[src/rtl/qht_pkg.sv]
`timescale 1ns / 1ps
// ----------------------------------------------------------------------------
// Quadrature heading tracker package
// Shared types, request codes, sizes and the count-to-angle table.
// ----------------------------------------------------------------------------
package qht_pkg;

  localparam int CountsPerTurn = 448;
  localparam int FractionScale = 10;
  localparam int HalfTurn      = CountsPerTurn / 2;

  // signed count register holds -HalfTurn .. HalfTurn-1
  localparam int CountW    = $clog2(CountsPerTurn);
  localparam int DegW      = 9;
  localparam int ChangeW   = 10;
  localparam int TenthW    = 4;

  // table indexed by count magnitude, 0 .. HalfTurn
  localparam int LutDepth  = HalfTurn + 1;
  localparam int LutIdxW   = $clog2(LutDepth);
  localparam int MagW      = DegW - 1;
  localparam int LutW      = MagW + TenthW;

  localparam int InDataW   = 16;
  localparam int OutDataW  = 48;
  localparam int OpW       = 3;

  typedef enum logic [OpW-1:0] {
    OpPinSample = 3'd0,
    OpRefPulse  = 3'd1,
    OpSpChange  = 3'd2,
    OpSpReset   = 3'd3,
    OpFlagClear = 3'd4
  } op_e;

  typedef struct packed {
    logic [OpW-1:0]            op;
    logic                      pin_a;
    logic                      pin_b;
    logic                      reference_enabled;
    logic signed [ChangeW-1:0] setpoint_change;
  } item_t;

  typedef struct packed {
    logic [1:0]               prev_pins;
    logic signed [CountW-1:0] turn_count;
    logic signed [DegW-1:0]   setpoint;
    logic                     found;
  } state_t;

  typedef struct packed {
    logic signed [CountW-1:0] raw_count;
    logic signed [DegW-1:0]   angle_degrees;
    logic [TenthW-1:0]        angle_tenths;
    logic signed [DegW-1:0]   setpoint_degrees;
    logic signed [DegW-1:0]   error_degrees;
    logic                     reference_found;
  } result_t;

  typedef logic [LutDepth-1:0][LutW-1:0] angle_lut_t;

  // entry: {whole degrees, tenths digit} of magnitude * 360 / CountsPerTurn
  function automatic angle_lut_t build_angle_lut();
    angle_lut_t lut;
    int         t;
    for (int i = 0; i < LutDepth; i++) begin
      t = (i * 360 * FractionScale) / CountsPerTurn;
      lut[i] = {MagW'(t / FractionScale), TenthW'(t % FractionScale)};
    end
    return lut;
  endfunction

  localparam angle_lut_t AngleLut = build_angle_lut();

endpackage

[src/rtl/qht_step.sv]
`timescale 1ns / 1ps
// ----------------------------------------------------------------------------
// Quadrature heading tracker step
// Next state and result for one request, from the current tracker state.
// ----------------------------------------------------------------------------
module qht_step (
  input  qht_pkg::item_t   item_i,
  input  qht_pkg::state_t  state_i,
  output qht_pkg::state_t  state_o,
  output qht_pkg::result_t result_o
);
  import qht_pkg::*;

  localparam int SumW = DegW + 2;
  localparam int ErrW = DegW + 1;

  localparam logic signed [SumW-1:0] SpHi     = SumW'(180);
  localparam logic signed [SumW-1:0] SpLo     = -SumW'(180);
  localparam logic signed [SumW-1:0] SpHi2    = SumW'(540);
  localparam logic signed [SumW-1:0] SpLo2    = -SumW'(540);
  localparam logic signed [SumW-1:0] Wrap1    = SumW'(360);
  localparam logic signed [SumW-1:0] Wrap2    = SumW'(720);
  localparam logic signed [ErrW-1:0] ErrHi    = ErrW'(180);
  localparam logic signed [ErrW-1:0] ErrLo    = -ErrW'(180);
  localparam logic signed [ErrW-1:0] ErrWrap  = ErrW'(360);
  localparam logic [CountW:0]        CntTop   = (CountW+1)'(HalfTurn);
  localparam logic [CountW:0]        CntBot   = (CountW+1)'(-HalfTurn - 1);

  logic [1:0]               pins;
  logic                     step_up;
  logic                     step_dn;
  logic signed [CountW:0]   cnt_ext;
  logic signed [CountW:0]   cnt_step;
  logic signed [CountW-1:0] cnt_next;
  logic signed [SumW-1:0]   sp_sum;
  logic signed [DegW-1:0]   sp_wrap;
  state_t                   nxt;
  logic [CountW:0]          mag;
  logic [LutW-1:0]          lut_entry;
  logic signed [DegW-1:0]   angle;
  logic signed [ErrW-1:0]   err;
  logic signed [ErrW-1:0]   err_wrap;

  assign pins = {item_i.pin_b, item_i.pin_a};

  always_comb begin
    step_up = (state_i.prev_pins == 2'b01 && pins == 2'b00) ||
              (state_i.prev_pins == 2'b11 && pins == 2'b01) ||
              (state_i.prev_pins == 2'b00 && pins == 2'b10) ||
              (state_i.prev_pins == 2'b10 && pins == 2'b11);
    step_dn = (state_i.prev_pins == 2'b10 && pins == 2'b00) ||
              (state_i.prev_pins == 2'b00 && pins == 2'b01) ||
              (state_i.prev_pins == 2'b11 && pins == 2'b10) ||
              (state_i.prev_pins == 2'b01 && pins == 2'b11);
    cnt_ext = {state_i.turn_count[CountW-1], state_i.turn_count};
    if (step_up) begin
      cnt_step = cnt_ext + (CountW+1)'(1);
    end else if (step_dn) begin
      cnt_step = cnt_ext - (CountW+1)'(1);
    end else begin
      cnt_step = cnt_ext;
    end
    // wrap at half a turn in either direction
    priority if (cnt_step == CntTop) begin
      cnt_next = CountW'(-HalfTurn);
    end else if (cnt_step == CntBot) begin
      cnt_next = CountW'(HalfTurn - 1);
    end else begin
      cnt_next = cnt_step[CountW-1:0];
    end
  end

  always_comb begin
    sp_sum = SumW'(state_i.setpoint) + SumW'(item_i.setpoint_change);
    priority if (sp_sum > SpHi2) begin
      sp_wrap = DegW'(sp_sum - Wrap2);
    end else if (sp_sum > SpHi) begin
      sp_wrap = DegW'(sp_sum - Wrap1);
    end else if (sp_sum < SpLo2) begin
      sp_wrap = DegW'(sp_sum + Wrap2);
    end else if (sp_sum < SpLo) begin
      sp_wrap = DegW'(sp_sum + Wrap1);
    end else begin
      sp_wrap = sp_sum[DegW-1:0];
    end
  end

  always_comb begin
    nxt = state_i;
    unique case (op_e'(item_i.op))
      OpPinSample: begin
        nxt.turn_count = cnt_next;
        nxt.prev_pins  = pins;
      end
      OpRefPulse: begin
        if (item_i.reference_enabled) begin
          nxt.turn_count = '0;
          nxt.prev_pins  = '0;
          nxt.setpoint   = '0;
          nxt.found      = 1'b1;
        end
      end
      OpSpChange:  nxt.setpoint = sp_wrap;
      OpSpReset:   nxt.setpoint = '0;
      OpFlagClear: nxt.found    = 1'b0;
      default:     nxt = state_i;
    endcase
  end

  assign state_o = nxt;

  // angle by magnitude lookup, sign restored afterwards
  always_comb begin
    mag = nxt.turn_count[CountW-1] ?
          -{nxt.turn_count[CountW-1], nxt.turn_count} :
          {nxt.turn_count[CountW-1], nxt.turn_count};
    lut_entry = AngleLut[mag[LutIdxW-1:0]];
    angle = nxt.turn_count[CountW-1] ?
            -DegW'({1'b0, lut_entry[LutW-1:TenthW]}) :
            DegW'({1'b0, lut_entry[LutW-1:TenthW]});
    err = ErrW'(nxt.setpoint) - ErrW'(angle);
    priority if (err > ErrHi) begin
      err_wrap = err - ErrWrap;
    end else if (err < ErrLo) begin
      err_wrap = err + ErrWrap;
    end else begin
      err_wrap = err;
    end
  end

  always_comb begin
    result_o.raw_count        = nxt.turn_count;
    result_o.angle_degrees    = angle;
    result_o.angle_tenths     = lut_entry[TenthW-1:0];
    result_o.setpoint_degrees = nxt.setpoint;
    result_o.error_degrees    = err_wrap[DegW-1:0];
    result_o.reference_found  = nxt.found;
  end

endmodule

[src/rtl/quadrature_heading_tracker.sv]
`timescale 1ns / 1ps
// A request is held in the input register, its result in the result register.
// Throughput: one request per cycle while results are taken; the tracker state
// updates as the request moves from the input register to the result register.
// An empty input register takes a new request while a result waits to be taken.
// Reset clears the count, pin history, setpoint, flag and both valid bits.
// ----------------------------------------------------------------------------
// Quadrature heading tracker
// Quadrature count, heading, setpoint and shortest heading error per request.
// ----------------------------------------------------------------------------
module quadrature_heading_tracker (
  input  logic                          clk_i,
  input  logic                          rst_ni,
  input  logic                          s_axis_tvalid_i,
  output logic                          s_axis_tready_o,
  // pin_a, pin_b, reference_enabled, setpoint_change[9:0], zero fill
  input  logic [qht_pkg::InDataW-1:0]   s_axis_tdata_i,
  // operation[2:0]
  input  logic [qht_pkg::OpW-1:0]       s_axis_tuser_i,
  output logic                          m_axis_tvalid_o,
  input  logic                          m_axis_tready_i,
  // raw_count[8:0], angle_degrees[8:0], angle_tenths[3:0],
  // setpoint_degrees[8:0], error_degrees[8:0], reference_found, zero fill
  output logic [qht_pkg::OutDataW-1:0]  m_axis_tdata_o
);
  import qht_pkg::*;

  localparam int ResW = $bits(result_t);

  logic    in_valid_q, in_valid_d;
  item_t   in_item_q;
  logic    out_valid_q, out_valid_d;
  result_t out_res_q;
  state_t  state_q;
  state_t  state_nxt;
  result_t res_nxt;
  logic    advance;
  logic    in_fire;
  logic    process;

  assign advance         = !out_valid_q || m_axis_tready_i;
  assign s_axis_tready_o = !in_valid_q || advance;
  assign in_fire         = s_axis_tvalid_i && s_axis_tready_o;
  assign process         = in_valid_q && advance;

  always_comb begin
    in_valid_d = in_valid_q;
    if (in_fire) begin
      in_valid_d = 1'b1;
    end else if (process) begin
      in_valid_d = 1'b0;
    end
    out_valid_d = advance ? in_valid_q : out_valid_q;
  end

  qht_step u_step (
    .item_i   (in_item_q),
    .state_i  (state_q),
    .state_o  (state_nxt),
    .result_o (res_nxt)
  );

  always_ff @(posedge clk_i or negedge rst_ni) begin
    if (!rst_ni) begin
      in_valid_q  <= 1'b0;
      out_valid_q <= 1'b0;
      state_q     <= '0;
    end else begin
      in_valid_q  <= in_valid_d;
      out_valid_q <= out_valid_d;
      if (process) begin
        state_q <= state_nxt;
      end
    end
  end

  always_ff @(posedge clk_i) begin
    if (in_fire) begin
      in_item_q.op                <= s_axis_tuser_i;
      in_item_q.pin_a             <= s_axis_tdata_i[0];
      in_item_q.pin_b             <= s_axis_tdata_i[1];
      in_item_q.reference_enabled <= s_axis_tdata_i[2];
      in_item_q.setpoint_change   <= s_axis_tdata_i[ChangeW+2:3];
    end
    if (process) begin
      out_res_q <= res_nxt;
    end
  end

  assign m_axis_tvalid_o = out_valid_q;
  assign m_axis_tdata_o  = {(OutDataW - ResW)'(0),
                            out_res_q.reference_found,
                            out_res_q.error_degrees,
                            out_res_q.setpoint_degrees,
                            out_res_q.angle_tenths,
                            out_res_q.angle_degrees,
                            out_res_q.raw_count};

endmodule

[config.mk]
export PLATFORM = sky130hd
export DESIGN_NAME = quadrature_heading_tracker
export DESIGN_NICKNAME = d
export VERILOG_FILES = /design/src/rtl/qht_pkg.sv /design/src/rtl/qht_step.sv /design/src/rtl/quadrature_heading_tracker.sv
export SDC_FILE = /design/constraint.sdc
export NUM_CORES = 1
export LEC_CHECK = 0
export CAP_MARGIN = 20
export CORE_ASPECT_RATIO = 1.4
export CORE_MARGIN = 5
export CORE_UTILIZATION = 39
export CTS_CLUSTER_SIZE = 10
export DETAILED_ROUTE_END_ITERATION = 10
export DONT_BUFFER_PORTS = 1
export GPL_TIMING_DRIVEN = 1
export PLACE_DENSITY = 0.63
export RECOVER_POWER = 25
export SLEW_MARGIN = 30
export SYNTH_ARGS = -nofsm -noshare
export SYNTH_HDL_FRONTEND = slang
export SYNTH_SLANG_ARGS = --single-unit
export TNS_END_PERCENT = 50
[constraint.sdc]
create_clock -name clk_i -period 10.3 [get_ports clk_i]
set_input_delay 0.515 -clock clk_i [delete_from_list [all_inputs] [get_ports clk_i]]
set_output_delay 0.515 -clock clk_i [all_outputs]
set_load 0.01 [all_outputs]
==> flow_summary_export.csv <==
group,metric,value,unit
setup_path,endpoint_kind,"register",
setup_path,timing.rr.start,"in_item_q[12]",
yosys,synth_seq_cells,80,
cts,htreeDepth,3,
setup_path,worstSetupPathType,"register to register",
cts,cts_root_buf,"clkbuf_16",
setup_path,reg2reg_to,"m_axis_tdata_o[38]",
sta,fin_crit,9.49,ns
drt,wl_met3,1330,um
finish,drive_gt1_share,9.44,%
grt,grt_pass1_vias,7075,
grt,grt_usage,20.1,%
cts,clk_path_buf_depth,2,
drt,drt-met1-wl,9500,um
drt,wl_met2,11800,um
cts,cts.hold.buffers_added,2,
setup_path,slowest_delay,0.73,ns
sta,finalSetupViolCount,0,
setup_path,slowest_stage,"xor2_1",
placement,hpwlAfterDp,16800,um
finish,nets,973,
finish,syn2layout_area_growth,6.88,%
floorplanning,pin_count,73,
grt,grt_max_degree,45,
yosys,synth-warning-count,0,
yosys,synth.area.top_cells,"edfxtp_1 22%, dfrtp_1 7.3%, ha_1 6.7%",
grt,grt_pass1_wl,37100,um
job,cap_violations,0,
finish,num_antenna_cells,0,
yosys,synth_flop_cell,"edfxtp_1",
floorplanning,fp-row-count,61,
yosys,syn_inst,929,
drt,wl_per_cell,20.0,um
setup_path,rr_worst_depth,33,
yosys,synth_top_area_share,21.8,%
floorplanning,die_area,23100,um2
sta,max-slew-margin-rel,4.31,%
setup_path,critPathLaunch,"in_item_q[12]",
yosys,synth_top_area_cell,"edfxtp_1",
grt,overflow,0,
hold_path,min_from,"s_axis_tuser_i[0]",
yosys,ys_types,96,
cts,post_cts_buffers,0,
floorplanning,fp.coreArea,19800,um2
cts,tritoncts,"built",
sta,hold_viol,0,
floorplanning,chipWidth,130,um
sta,fin_crit_sh,92.1,%
sta,max_freq,105,MHz
finish,nFillCells,2017,
placement,gp_congestion,0.934,
cts,clk_pin_slew,0.07,ns
run_status,status,"completed",
sta,skew,0.0101,ns
sta,finalSetupTns,0,ns
sta,slew_violations,0,
cts,cts_sinks,80,
drt,ant_nets,0,
sta,fin_hold_ws,0.251,ns
drt,drt_iter0_markers,648,
drt,first_pass_iters,7,
cts,cts_resized,0,
grt,antenna_found_initial,0,
setup_path,worstPathArrival,9.59,ns
setup_path,crit_fanout,12,
cts,cts_buffers,9,
floorplanning,fp.dieH,178,um
hold_path,hp-class,"input port to register",
drt,drc,0,
drt,vias,7323,
yosys,synthArstFlopShare,28.7,%
yosys,netlist_area,7840,um2
hold_path,hold_path_end,"in_item_q[13]",
sta,worst_pin_slew,1.44,ns
setup_path,cp.required,10.40,ns
cts,insertion_delay,0.35,ns
hold_path,holdPathStages,0,
drt,via_per_inst,6.30,
yosys,synth_edf_count,57,
sta,rsz0062_at_grt,"false",
drt,finalWirelength,23300,um
placement,port_buffers,0,
drt,dr.max_layer_used,"met4",
yosys,postSynthAreaPerCell,8.44,um2
yosys,ys_seq_area_share,29.2,%
setup_path,r2r_slack,0.81,ns
floorplanning,start_util,39.5,%
setup_path,cp-start-kind,"register",
-- cell usage after synthesis (all sizes together), types with 5 or more instances --
master	number
a211oi	12
a21o	11
a21oi	65
a221oi	8
a22o	6
a22oi	13
a2bb2oi	7
a311oi	5
a31oi	16
and2	7
and3	11
and4	9
buf	31
clkbuf	35
dfrtp	23
edfxtp	57
ha	42
inv	38
mux2i	14
nand2	99
nand3	21
nand4	11
nor2	72
nor2b	5
nor3	40
nor4	14
o2111ai	6
o211ai	19
o21a	10
o21ai	54
o21bai	10
o221ai	5
o22ai	20
o311ai	7
o31ai	10
or3	6
xnor2	26
xor2	20
-- logic make-up (layout without fill, tap and decap cells) --
group / count (synthesis) / in the layout / share of synthesized area [%]
other cells: 1 / 7 / 0.0478
compound gates: 321 / 321 / 29.4
simple gates: 311 / 311 / 19.9
xor+xnor: 46 / 46 / 5.43
fa+ha+maj: 48 / 48 / 7.74
mux: 17 / 17 / 2.36
buf+inv: 105 / 81 / 5.99
flops: 80 / 80 / 29.2
-- final cells by class --
| cell class | instances | area, um2 | area share (%) |
|---|---|---|---|
| Clock buffer | 9 | 225 | 2.69 |
| Multi-Input combinational cell | 750 | 5130 | 61.3 |
| Clock inverter | 7 | 77.6 | 0.926 |
| Sequential cell | 80 | 2290 | 27.3 |
| Tap cell | 252 | 315 | 3.76 |
| Inverter | 39 | 146 | 1.75 |
| Timing Repair Buffer | 26 | 194 | 2.31 |
-- worst max path at each step --
stage | slack (ns) | cells after the start | to
after floorplan | 2.08 | 38 | m_axis_tdata_o[38]
after global placement | 1.21 | 33 | m_axis_tdata_o[39]
after detailed placement | 1.05 | 33 | m_axis_tdata_o[38]
after CTS | 1.04 | 33 | m_axis_tdata_o[38]
after global routing | 0.20 | 35 | m_axis_tdata_o[38]
final | 0.81 | 33 | m_axis_tdata_o[38]
-- stage by stage --
| step | worst slack [ns] | std cells | instance area [um2] | utilization, % |
|---|---|---|---|---|
| after floorplan | 2.08 | 935 | 7860 | - |
| after global placement | 1.21 | 1145 | 8050 | 40.6 |
| after detailed placement | 1.05 | 1145 | 8050 | 40.6 |
| after CTS | 1.04 | 1163 | 8390 | 42.3 |
| after global routing | 0.201 | 1163 | 8380 | 42.2 |
| final | 0.813 | 1163 | 8380 | 42.2 |
-- cell usage in the layout, fill, tap and decap left out, drive strengths merged, types with 6 or more instances in the layout --
cell,Yosys,routed
nand2,99,99
or3,6,6
xor2,20,20
inv,38,41
a22o,6,6
o2111ai,6,6
mux2i,14,14
o21bai,10,10
clkbuf,35,10
nor4,14,14
o21ai,54,54
o21a,10,10
and3,11,11
o211ai,19,19
a21oi,65,65
a2bb2oi,7,7
nor3,40,40
nand4,11,11
ha,42,42
xnor2,26,26
o31ai,10,10
edfxtp,57,57
a31oi,16,16
o22ai,20,20
nand3,21,21
a22oi,13,13
dfrtp,23,23
conb,1,7
and2,7,7
a21o,11,11
o311ai,7,7
and4,9,9
a211oi,12,12
nor2,72,72
buf,31,24
a221oi,8,8
-- state kept, by name, summed over array words and instances, names as in the netlist --
name / flops
m_axis_tvalid_o: 1
m_axis_tdata_o: 41
state_q: 21
in_item_q: 16
in_valid_q: 1
-- routing by layer --
| metal | vias to the layer above | global-route usage, % |
|---|---|---|
| met5 | - | 0 |
| met4 | 0 | 8.02 |
| met3 | 47 | 3.13 |
| met2 | 253 | 35.9 |
| met1 | 3545 | 23.8 |
| li1 | 3478 | - |
-- critical path, delay by kind of cell, from the launching register on --
kind,cells,cell delay [ns]
compound gates,16,3.84
mux,1,0.19
buf+inv,2,0.36
fa+ha+maj,4,1.30
xor+xnor,3,1.41
flops,1,0.43
simple gates,7,1.67
Power is not shown: default switching activity piles up to over one toggle a cycle in this logic, so the estimate is an artifact.
